<file path="src/rtl/ecnfw_pkg.sv">
package ecnfw_pkg;

  // window arithmetic width and alpha fixed point
  localparam int WinW     = 32;
  localparam int FracBits = 16;
  localparam int AlphaW   = FracBits + 1;
  localparam int CntW     = 32;
  localparam int MssW     = 14;
  localparam int ProdW    = CntW + MssW;
  localparam int DivCntW  = $clog2(AlphaW + 1);

  localparam logic [AlphaW-1:0] AlphaOne = {1'b1, {FracBits{1'b0}}};

  localparam logic [MssW-1:0] MssReset = MssW'(1500);
  localparam logic [MssW-1:0] PktReset = MssW'(1500);

  // event kinds
  localparam logic KindAck  = 1'b0;
  localparam logic KindLoss = 1'b1;

  // register indexes
  localparam logic RegMss = 1'b0;
  localparam logic RegPkt = 1'b1;

  typedef struct packed {
    logic        kind;
    logic        ce_mark;
    logic [31:0] window_in;
    logic [31:0] threshold_in;
  } in_item_t;

  typedef struct packed {
    logic [31:0] window_out;
    logic [31:0] threshold_out;
    logic [16:0] alpha_out;
    logic        window_updated;
  } out_item_t;

  typedef struct packed {
    logic load;
    logic mult;
    logic div_start;
    logic div_step;
    logic alpha_upd;
    logic cut;
    logic floor_win;
    logic emit;
  } cmd_t;

  typedef struct packed {
    logic is_loss;
    logic due;
    logic div_done;
    logic out_free;
  } status_t;

endpackage

</file>
<file path="src/rtl/ecnfw_ctrl.sv">
module ecnfw_ctrl (
  input  logic              clk_i,
  input  logic              rst_ni,
  input  logic              in_valid_i,
  output logic              in_stall_o,
  input  ecnfw_pkg::status_t status_i,
  output ecnfw_pkg::cmd_t    cmd_o
);
  import ecnfw_pkg::*;

  typedef enum logic [7:0] {
    ST_IDLE  = 8'b0000_0001,
    ST_MULT  = 8'b0000_0010,
    ST_TEST  = 8'b0000_0100,
    ST_DIV   = 8'b0000_1000,
    ST_ALPHA = 8'b0001_0000,
    ST_CUT   = 8'b0010_0000,
    ST_FLOOR = 8'b0100_0000,
    ST_DONE  = 8'b1000_0000
  } ctrl_state_e;

  ctrl_state_e state_q, state_d;

  assign in_stall_o = (state_q != ST_IDLE);

  always_comb begin
    state_d = state_q;
    cmd_o   = '0;
    case (state_q)
      ST_IDLE: begin
        if (in_valid_i) begin
          cmd_o.load = 1'b1;
          state_d    = ST_MULT;
        end
      end
      ST_MULT: begin
        // loss results are complete after the load
        if (status_i.is_loss) begin
          state_d = ST_DONE;
        end else begin
          cmd_o.mult = 1'b1;
          state_d    = ST_TEST;
        end
      end
      ST_TEST: begin
        if (status_i.due) begin
          cmd_o.div_start = 1'b1;
          state_d         = ST_DIV;
        end else begin
          state_d = ST_DONE;
        end
      end
      ST_DIV: begin
        if (status_i.div_done) begin
          state_d = ST_ALPHA;
        end else begin
          cmd_o.div_step = 1'b1;
        end
      end
      ST_ALPHA: begin
        cmd_o.alpha_upd = 1'b1;
        state_d         = ST_CUT;
      end
      ST_CUT: begin
        cmd_o.cut = 1'b1;
        state_d   = ST_FLOOR;
      end
      ST_FLOOR: begin
        cmd_o.floor_win = 1'b1;
        state_d         = ST_DONE;
      end
      ST_DONE: begin
        if (status_i.out_free) begin
          cmd_o.emit = 1'b1;
          state_d    = ST_IDLE;
        end
      end
      default: begin
        state_d = ST_IDLE;
      end
    endcase
  end

  always_ff @(posedge clk_i or negedge rst_ni) begin
    if (!rst_ni) begin
      state_q <= ST_IDLE;
    end else begin
      state_q <= state_d;
    end
  end

  a_accept_starts: assert property (@(posedge clk_i) disable iff (!rst_ni)
    (in_valid_i && !in_stall_o) |=> (state_q == ST_MULT))
    else $error("accepted transfer did not start evaluation");

  a_no_step_past_done: assert property (@(posedge clk_i) disable iff (!rst_ni)
    cmd_o.div_step |-> !status_i.div_done)
    else $error("divider stepped after completion");

  a_emit_free: assert property (@(posedge clk_i) disable iff (!rst_ni)
    cmd_o.emit |-> status_i.out_free)
    else $error("result emitted over a pending transfer");

endmodule

</file>
<file path="src/rtl/ecnfw_dpath.sv">
module ecnfw_dpath (
  input  logic                  clk_i,
  input  logic                  rst_ni,
  input  ecnfw_pkg::cmd_t       cmd_i,
  output ecnfw_pkg::status_t    status_o,
  input  ecnfw_pkg::in_item_t   in_data_i,
  input  logic [ecnfw_pkg::MssW-1:0] mss_i,
  input  logic                  ref_load_i,
  input  logic [ecnfw_pkg::WinW-1:0] ref_value_i,
  input  logic                  out_stall_i,
  output logic                  out_valid_o,
  output ecnfw_pkg::out_item_t  out_data_o
);
  import ecnfw_pkg::*;

  logic              kind_q;
  logic [WinW-1:0]   win_q, thr_q, ref_q, cut_q;
  logic [CntW-1:0]   seen_q, marked_q;
  logic [AlphaW-1:0] alpha_q;
  logic [ProdW-1:0]  prod_q;
  logic              upd_q;
  logic [CntW:0]     div_r_q;
  logic [AlphaW-1:0] div_q_q;
  logic [DivCntW-1:0] div_cnt_q;
  logic              out_valid_q;
  out_item_t         out_q;

  logic [WinW-1:0]   win_in, thr_in, half, floor2, loss_thr, ack_thr, mss_w, win_f;
  logic [CntW-1:0]   seen_inc, marked_inc;
  logic [CntW:0]     rem_shift;
  logic              ge;
  logic [AlphaW-1:0] frac, alpha_new;
  logic [AlphaW+4:0] alpha_sum;
  logic [AlphaW:0]   alpha_raw, factor;
  logic [WinW+AlphaW:0] cut_prod;

  assign win_in   = WinW'(in_data_i.window_in);
  assign thr_in   = WinW'(in_data_i.threshold_in);
  assign half     = win_in >> 1;
  assign floor2   = WinW'({mss_i, 1'b0});
  assign loss_thr = (half > floor2) ? half : floor2;
  assign ack_thr  = (in_data_i.ce_mark && (thr_in > win_in)) ? win_in : thr_in;

  // saturating counters
  assign seen_inc   = (seen_q == '1) ? seen_q : seen_q + 1'b1;
  assign marked_inc = (marked_q == '1) ? marked_q : marked_q + 1'b1;

  // restoring division, first step without shift
  assign rem_shift = (div_cnt_q == '0) ? div_r_q : {div_r_q[CntW-1:0], 1'b0};
  assign ge        = (rem_shift >= {1'b0, seen_q});

  assign frac      = (div_q_q > AlphaOne) ? AlphaOne : div_q_q;
  assign alpha_sum = {1'b0, alpha_q, 4'b0000} - {5'b00000, alpha_q} + {5'b00000, frac};
  assign alpha_raw = alpha_sum[AlphaW+4:4];
  assign alpha_new = (alpha_raw > {1'b0, AlphaOne}) ? AlphaOne : alpha_raw[AlphaW-1:0];

  // window scale factor 2 - alpha in q(frac)
  assign factor   = {1'b1, {AlphaW{1'b0}}} - {1'b0, alpha_q};
  assign cut_prod = (WinW+AlphaW+1)'(win_q) * (WinW+AlphaW+1)'(factor);

  assign mss_w = WinW'(mss_i);
  assign win_f = (cut_q < mss_w) ? mss_w : cut_q;

  assign status_o.is_loss  = (kind_q == KindLoss);
  assign status_o.due      = (prod_q >= ProdW'(ref_q));
  assign status_o.div_done = (div_cnt_q == DivCntW'(AlphaW));
  assign status_o.out_free = !out_valid_q || !out_stall_i;

  // event state
  always_ff @(posedge clk_i or negedge rst_ni) begin
    if (!rst_ni) begin
      seen_q      <= '0;
      marked_q    <= '0;
      alpha_q     <= '0;
      ref_q       <= WinW'({PktReset, 1'b0});
      div_cnt_q   <= '0;
      out_valid_q <= 1'b0;
    end else begin
      if (ref_load_i) begin
        ref_q <= ref_value_i;
      end
      if (cmd_i.load) begin
        if (in_data_i.kind == KindLoss) begin
          seen_q   <= '0;
          marked_q <= '0;
          ref_q    <= win_in;
        end else begin
          seen_q <= seen_inc;
          if (in_data_i.ce_mark) begin
            marked_q <= marked_inc;
          end
        end
      end
      if (cmd_i.div_start) begin
        div_cnt_q <= '0;
      end else if (cmd_i.div_step) begin
        div_cnt_q <= div_cnt_q + 1'b1;
      end
      if (cmd_i.alpha_upd) begin
        alpha_q  <= alpha_new;
        seen_q   <= '0;
        marked_q <= '0;
      end
      if (cmd_i.floor_win) begin
        ref_q <= (alpha_q != '0) ? win_f : win_q;
      end
      if (cmd_i.emit) begin
        out_valid_q <= 1'b1;
      end else if (!out_stall_i) begin
        out_valid_q <= 1'b0;
      end
    end
  end

  // working payload
  always_ff @(posedge clk_i) begin
    if (cmd_i.load) begin
      kind_q <= in_data_i.kind;
      win_q  <= win_in;
      upd_q  <= 1'b0;
      thr_q  <= (in_data_i.kind == KindLoss) ? loss_thr : ack_thr;
    end
    if (cmd_i.mult) begin
      prod_q <= ProdW'(seen_q) * ProdW'(mss_i);
    end
    if (cmd_i.div_start) begin
      div_r_q <= {1'b0, marked_q};
      div_q_q <= '0;
    end else if (cmd_i.div_step) begin
      div_r_q <= ge ? (rem_shift - {1'b0, seen_q}) : rem_shift;
      div_q_q <= {div_q_q[AlphaW-2:0], ge};
    end
    if (cmd_i.alpha_upd) begin
      upd_q <= 1'b1;
    end
    if (cmd_i.cut) begin
      cut_q <= cut_prod[AlphaW +: WinW];
    end
    if (cmd_i.floor_win && (alpha_q != '0)) begin
      win_q <= win_f;
      thr_q <= win_f;
    end
    if (cmd_i.emit) begin
      out_q.window_out     <= 32'(win_q);
      out_q.threshold_out  <= 32'(thr_q);
      out_q.alpha_out      <= 17'(alpha_q);
      out_q.window_updated <= upd_q;
    end
  end

  assign out_valid_o = out_valid_q;
  assign out_data_o  = out_q;

  a_alpha_bounded: assert property (@(posedge clk_i) disable iff (!rst_ni)
    alpha_q <= AlphaOne)
    else $error("alpha above one");

  a_marked_le_seen: assert property (@(posedge clk_i) disable iff (!rst_ni)
    marked_q <= seen_q)
    else $error("marked count exceeds seen count");

endmodule

</file>
<file path="src/rtl/ecn_fraction_window_update.sv">
// ecn-marked fraction window update
//
// input channel (in_valid_i / in_stall_o) carries one event a transfer:
// an acknowledgement (with its echo mark) or a loss, with the current
// window and threshold. every event gives exactly one result transfer
// on the output channel (out_valid_o / out_stall_i): new window,
// threshold, alpha and a flag for the once-per-window alpha update.
// one event is worked on at a time; in_stall_o is high while busy.
// a loss is complete after the load; an ack also runs the multiply and
// the due test, and an ack that closes a window then runs the 17-step
// restoring divider (one quotient bit a cycle) followed by the alpha,
// scale multiply and floor steps.
// results sit in an output register, so a new event is taken while the
// previous result still waits; a stalled receiver holds the block only
// once the next result is ready too.
// reset clears the counters and alpha, loads registers mss_bytes and
// packet_size with 1500 and the reference window with 2*packet_size.
// apb registers: 0x0 mss_bytes, 0x4 packet_size (a write reloads the
// ref window); the user writes only while the block is idle, unenforced
module ecn_fraction_window_update (
  input  logic                  clk_i,
  input  logic                  rst_ni,
  // event channel
  input  logic                  in_valid_i,
  output logic                  in_stall_o,
  input  ecnfw_pkg::in_item_t   in_data_i,
  // result channel
  output logic                  out_valid_o,
  input  logic                  out_stall_i,
  output ecnfw_pkg::out_item_t  out_data_o,
  // configuration
  input  logic                  psel,
  input  logic                  penable,
  input  logic                  pwrite,
  input  logic [2:0]            paddr,
  input  logic [31:0]           pwdata,
  output logic [31:0]           prdata,
  output logic                  pready
);
  import ecnfw_pkg::*;

  logic [MssW-1:0] mss_q, pkt_q;
  logic            cfg_wr;
  logic            ref_load;
  cmd_t            cmd;
  status_t         status;

  // register file, word index from address bit 2
  assign pready   = 1'b1;
  assign cfg_wr   = psel && penable && pwrite;
  assign ref_load = cfg_wr && (paddr[2] == RegPkt);
  assign prdata   = (paddr[2] == RegPkt) ? 32'(pkt_q) : 32'(mss_q);

  always_ff @(posedge clk_i or negedge rst_ni) begin
    if (!rst_ni) begin
      mss_q <= MssReset;
      pkt_q <= PktReset;
    end else if (cfg_wr) begin
      case (paddr[2])
        RegMss:  mss_q <= pwdata[MssW-1:0];
        RegPkt:  pkt_q <= pwdata[MssW-1:0];
        default: mss_q <= mss_q;
      endcase
    end
  end

  // sequencing of evaluate, divide, alpha, scale and floor steps
  ecnfw_ctrl u_ctrl (
    .clk_i      (clk_i),
    .rst_ni     (rst_ni),
    .in_valid_i (in_valid_i),
    .in_stall_o (in_stall_o),
    .status_i   (status),
    .cmd_o      (cmd)
  );

  // counters, alpha, divider, multipliers and output register
  ecnfw_dpath u_dpath (
    .clk_i       (clk_i),
    .rst_ni      (rst_ni),
    .cmd_i       (cmd),
    .status_o    (status),
    .in_data_i   (in_data_i),
    .mss_i       (mss_q),
    .ref_load_i  (ref_load),
    .ref_value_i (WinW'({pwdata[MssW-1:0], 1'b0})),
    .out_stall_i (out_stall_i),
    .out_valid_o (out_valid_o),
    .out_data_o  (out_data_o)
  );

endmodule

</file>
<file path="config.mk">
export PLATFORM = sky130hd
export DESIGN_NAME = ecn_fraction_window_update
export DESIGN_NICKNAME = d
export VERILOG_FILES = /design/src/rtl/ecnfw_pkg.sv /design/src/rtl/ecnfw_ctrl.sv /design/src/rtl/ecnfw_dpath.sv /design/src/rtl/ecn_fraction_window_update.sv
export SDC_FILE = /design/constraint.sdc
export NUM_CORES = 2
export LEC_CHECK = 0
export BUFFER_PORTS_ARGS = -buffer_cell sky130_fd_sc_hd__buf_2
export CAP_MARGIN = 20
export CELL_PAD_IN_SITES_DETAIL_PLACEMENT = 1
export CELL_PAD_IN_SITES_GLOBAL_PLACEMENT = 1
export CORE_MARGIN = 8
export CORE_UTILIZATION = 30
export CTS_CLUSTER_DIAMETER = 200
export DETAILED_ROUTE_END_ITERATION = 8
export GPL_TIMING_DRIVEN = 0
export HOLD_SLACK_MARGIN = 0.08
export PLACE_DENSITY = 0.6
export REMOVE_ABC_BUFFERS = 1
export SKIP_LAST_GASP = 1
export SLEW_MARGIN = 20
export SYNTH_ARGS = -nofsm -noshare
export SYNTH_HDL_FRONTEND = slang
export SYNTH_HIERARCHICAL = 1
export SYNTH_SLANG_ARGS = --single-unit
</file>
<file path="constraint.sdc">
create_clock -name clk_i -period 8.5 [get_ports clk_i]
set_input_delay 0.425 -clock clk_i [delete_from_list [all_inputs] [get_ports clk_i]]
set_output_delay 0.425 -clock clk_i [all_outputs]
set_load 0.02 [all_outputs]
</file>
Word level (Yosys, flattened, before mapping). Cells that the tools add are included.

Add/sub/neg operators: 7. Multipliers: 2. Divide/modulo/power cells: 0. $lt $le $gt $ge: 7. Eq/ne operators: 18. Shift-type cells: 0. Muxes and demuxes: 52. Bitwise gates (word level): 1. Reduce and logical (&&, ||, !) cells: 19.

Operator list (count): two-way mux 32 bit (23); two-way mux 33 bit (2); adder 32 x 1 -> 32 bit (second input constant) (2); == test 32 bit (second input constant) (2); one-hot mux 8 bit (8 select lines) (1); multiplier 32 x 18 -> 49 bit (1); greater-or-equal comparator 46 x 32 -> 1 bit (1); multiplier 32 x 14 -> 46 bit (1); two-way mux 8 bit (5); two-way mux 17 bit (2); greater-or-equal comparator 33 x 32 -> 1 bit (1); subtractor 33 x 32 -> 33 bit (1); greater-than comparator 32 bit (1); less-than comparator 32 x 14 -> 1 bit (1); greater-than comparator 31 x 15 -> 1 bit (1); two-way mux 31 bit (1); adder 22 x 17 -> 22 bit (1); subtractor 21 x 17 -> 22 bit (1); greater-than comparator 18 x 17 -> 1 bit (second input constant) (1); subtractor 18 x 17 -> 18 bit (first input constant) (1); greater-than comparator 17 bit (second input constant) (1); nonzero test 17 bit (1); two-way mux 1 bit (15); two-way mux 14 bit (1); other kinds (24) (38).

Register bits: 431. Bits in latches: 0. Bits in writable memories: 0. Bits in read-only memories: 0. Bits of input ports: 108. Output and inout bits: 117. Memories kept: 0.

Depth between registers and ports, before layout.
Depth after elaboration: 7. Gate-level depth with buffers: 31. Mapped depth without buffers: 29.

By module. Netlist, hierarchy kept.

Modules (own cells, without submodules): ecnfw_dpath (instances 1, cells each 5831, area an instance 53875.4 um^2); ecn_fraction_window_update (instances 1, cells each 98, area an instance 1466.4 um^2); ecnfw_ctrl (instances 1, cells each 53, area an instance 519.2 um^2).

Least setup slack after synthesis. Ideal clock, no wire load.

Path type: register -> register. From: reg u_dpath.alpha_q[3]. To: reg u_dpath.cut_q[29], data pin. Library setup time: 0.135 ns. Data arrival time: 7.381 ns. Data required time: 8.365 ns. Slack: 0.984 ns. Stages on the path, launching flop included: 28. Buffers on the path: 1. Clock period less this slack: 7.516 ns. Path through: dfrtp_1 or3_1 nor2_1 nand4_1 nor3_1 xnor2_1 clkbuf_1 nand2_1 fa_1 inv_1 fa_1 fa_1 fa_1 fa_1 inv_1 fa_1 inv_1 ha_1 a21oi_1 o21ai_1 a2111oi_1 inv_1 o2111ai_2 a211oi_2 o2111ai_1 a21boi_1 or4b_1 nand3_1.

Cells in the longest elaborated chain, start to end: 2.

RTL lines: start: declaration (line ecnfw_dpath.sv:19) `logic [AlphaW-1:0] alpha_q;`; start signal: assignment (line ecnfw_dpath.sv:100) `alpha_q <= alpha_new;`; subtractor 18 x 17 -> 18 bit (line ecnfw_dpath.sv:58) `assign factor = {1'b1, {AlphaW{1'b0}}} - {1'b0, alpha_q};`; multiplier 32 x 18 -> 49 bit (line ecnfw_dpath.sv:59) `assign cut_prod = (WinW+AlphaW+1)'(win_q) * (WinW+AlphaW+1)'(factor);`; net u_dpath.cut_prod[46] (line ecnfw_dpath.sv:35) `logic [WinW+AlphaW:0] cut_prod;`; end signal: assignment (line ecnfw_dpath.sv:137) `cut_q <= cut_prod[AlphaW +: WinW];`; end: declaration (line ecnfw_dpath.sv:17) `logic [WinW-1:0] win_q, thr_q, ref_q, cut_q;`.

The timed path passes the listed nets, and every way through them passes these cells. A chain may end at the register's enable or synchronous reset.

Worst setup path in the final report.
From: reg u_dpath.alpha_q[10]. To: reg u_dpath.cut_q[30], data pin.

Same word-level chain as after synthesis.

==> results.ini <==
[route]
drt_wl_total_microns=191600
wl_per_cell_microns=22.15
final_antenna_net_count=0
vias=42830
drc=0
drt_pre_antenna_iters=5
first_iter_violations=2078
drt-vias-per-instance=4.952

[clocking]
htreeDepth=2
cts.sink_count=431
cts-buffers-inserted=57
clock_path_buffers=3
cts_root_buf=clkbuf_16
clk_latency_ns=0.74
cts_tree=yes
clkTransAtPathRegs_ns=0.06

[synthesis]
syn_inst=5982
synthDistinctLibCells=103
synth.top_cells.by_area=fa_1, edfxtp_1, ha_1
synth-warning-count=6
synthFlopType=edfxtp_1
synth_edf_count=257
synthesis.area_sq_um=55860
ys_seq_area_share_pct=21.49
async_flop_share_pct=35.96
ys_ff_latch=431
postSynthAreaPerCell_sq_um=9.338
synth_top_area_cell=fa_1
yosysTopAreaCellShare_pct=30.39

[power_and_ir_drop]
max-vdd-ir-drop_mv=0.1498
p_per_area_nw_per_um2=158.5
p_leak_nw=29.50

[critical_path]
rr_endpoint=u_dpath/cut_q[30]$_DFFE_PP_
end_kind=flip-flop
slowest_delay_ns=0.56
path_delay_family=adder cells
path_max_fanout=15
path_common_cell=fa_1
start_kind=flip-flop
cp.required_ns=9.04
worstSetupPathType=flip-flop to flip-flop
cp_slowest_cell=fa_1
reg2reg_depth=27
cp_data_arrival_time_ns=8.73
crit_buf_inv=5
r2r-start=u_dpath/alpha_q[10]$_DFFE_PN0P_
r2r_slack_ns=0.31

[floorplan]
pin_count=225
fp.dieW_microns=447.5
num_rows=158
die_h_microns=447.5
initial_utilization_pct=30.16
core_sq_um=185200
dieArea_sq_um=200300

[placement]
hpwl_microns=149600
post_dp_cell_area_sq_um=60410
gp_congestion=0.8648
io_buffers=185
place_inst=8450

[grt]
grt_pass1_vias=47980
gr-total-overflow=0
antenna_found_initial=15
grt_pass1_wl_microns=294200
grt_start_max_net_pins=80
grt_use_total_pct=18.94

[timing]
maxSlewHeadroom_pct=21.34
timing.fmax_ghz=0.1220
clock_skew_ns=0.06587
whs_ns=0.1311
drv_slew=0
min_period_over_period_pct=96.39
setup_viol=0
hold_viol=0
worst-slew-pin-transition_ns=1.180
period_needed_ns=8.193

[min_path]
min_to=u_dpath/out_valid_o$_DFFE_PN0P_
min_path_type=primary input to flip-flop
min_path_cells=3
min_from=out_stall_i

[finish]
fin_area_sq_um=63550
postLayoutCoreUtil_pct=34.31
drive_gt1_share_pct=10.68
synthToLayoutAreaGrowth_pct=13.76
layout.nets=7438
instances_no_fill=8648

[outcome]
status=completed

[job]
maxCapViolCount=0

cell usage after synthesis, drive strengths merged (30+ instances only):
| library cell | n |
|---|---|
| xnor2 | 131 |
| or3 | 32 |
| nand4 | 57 |
| fa | 848 |
| inv | 1047 |
| o21a | 52 |
| a21o | 89 |
| ha | 382 |
| a21oi | 198 |
| nor3 | 50 |
| dfrtp | 133 |
| edfxtp | 257 |
| nor2b | 30 |
| and2 | 225 |
| buf | 54 |
| nor2 | 361 |
| clkbuf | 273 |
| o21ai | 174 |
| mux2 | 90 |
| nand2 | 886 |
| o211ai | 42 |
| mux2i | 93 |
| nand3 | 66 |
| xor2 | 35 |
logic make-up after synthesis:
group                      share of synthesized area [%]
buffers and inverters                              9.535
AOI/OAI and AO/OA                                  8.803
xor gates and xnor gates                           2.603
and+or+nand+nor                                    15.06
muxes                                              3.548
adders and majority gates                          38.95
other                                            0.01344
DFF                                                21.49
placed cells by master (no fill, tap or decap), types with 35 or more instances in the layout:
master,instances
buf_6,36
nand3_1,65
clkbuf_16,58
xnor2_1,117
buf_2,196
conb_1,37
nand4_1,56
a21o_1,89
mux2i_1,93
nor2_1,352
fa_1,848
o21a_1,52
ha_1,376
xor2_1,35
mux2_2,77
o21ai_0,155
edfxtp_1,257
and2_1,221
nor3_1,44
nand2_1,883
inv_1,1036
o211ai_1,41
a21oi_1,192
dfrtp_1,121
how the worst max path moves through the flow:
stage                                          startpoint                            to  cells past startpoint
after floorplan            u_dpath/alpha_q[0]$_DFFE_PN0P_   u_dpath/cut_q[29]$_DFFE_PP_                     26
after global placement     u_dpath/alpha_q[0]$_DFFE_PN0P_   u_dpath/cut_q[29]$_DFFE_PP_                     28
after detailed placement   u_dpath/alpha_q[7]$_DFFE_PN0P_   u_dpath/cut_q[29]$_DFFE_PP_                     28
after CTS                            mss_q[2]$_DFFE_PN1P_  u_dpath/prod_q[40]$_DFFE_PP_                     21
after global routing       u_dpath/alpha_q[3]$_DFFE_PN0P_   u_dpath/cut_q[30]$_DFFE_PP_                     28
final                     u_dpath/alpha_q[10]$_DFFE_PN0P_   u_dpath/cut_q[30]$_DFFE_PP_                     27
layer usage:
metal / up-vias / GRT usage (%) / share of wire (%)
li1: 19220 / - / -
met1: 22480 / 23.44 / 42
met2: 799 / 33.06 / 49
met3: 333 / 2.153 / 3.4
met4: 0 / 8.767 / 5.2
met5: - / 0 / 0
power breakdown:
group,switching [mW],internal (mW)
combinational,2.47,1.67
sequential,0.572,2.66
clock,1.11,1.59
total,4.15,5.92
timing repair:
action                                  in CTS  in global routing
gates cloned                                 0                  6
endpoints found under the setup margin      15                 24
setup buffers                                9                 20
hold endpoints to repair                   132                  0
pin swaps                                    7                 17
resized for setup                           25                 45
hold buffers                                30                  0
flip-flops by register name, summed over array words and instances (netlist names):
register	cells
u_dpath/upd_q	1
u_dpath/win_q	32
u_dpath/ref_q	32
u_dpath/kind_q	1
u_dpath/alpha_q	17
u_dpath/out_data_o	82
u_dpath/cut_q	32
u_ctrl/state_q	8
u_dpath/div_cnt_q	5
u_dpath/out_valid_o	1
u_dpath/seen_q	32
u_dpath/marked_q	32
u_dpath/prod_q	46
u_dpath/div_r_q	33
u_dpath/thr_q	32
u_dpath/div_q_q	17
mss_q	14
pkt_q	14
worst reg2reg max path, cell delays in order (launching register included):
cell and delay, ns:
dfrtp_2 0.49, inv_1 0.16, nand4_1 0.24, or3_4 0.43, nor2_4 0.22, nand2_2 0.12
xnor2_4 0.17, buf_6 0.16, buf_6 0.17, and2_1 0.19, fa_1 0.56, fa_1 0.45
fa_1 0.53, fa_1 0.46, fa_1 0.51, inv_1 0.05, fa_1 0.52, inv_1 0.06
ha_1 0.33, and4_1 0.26, nand2_1 0.13, nor2_4 0.17, o2111ai_4 0.21, a211oi_4 0.41
o21bai_2 0.14, and2_1 0.19, or4_1 0.54, a31oi_1 0.18
stage by stage:
stage | TNS, ns | worst slack [ns] | total power, mW
2_1_floorplan | -0.01681 | -0.01681 | 5.659
3_3_place_gp | -297.80 | -4.054 | 7.087
3_5_place_dp | -5.094 | -0.6635 | 7.336
4_1_cts | 0 | 0.002060 | 10.15
5_1_grt | -0.04734 | -0.03349 | 10.72
6_report | 0 | 0.3065 | 10.07
final cells by class:
cell class | instances | area (sq um)
Sequential cell | 431 | 12030
Clock buffer | 69 | 1511
Tap cell | 2480 | 3103
Antenna cell | 19 | 47.55
Clock inverter | 39 | 566.8
Multi-Input combinational cell | 4205 | 39240
Fill cell | 21270 | 121700
Timing Repair Buffer | 349 | 3080
Inverter | 1056 | 3966
Power figures use the tool's default switching activity.
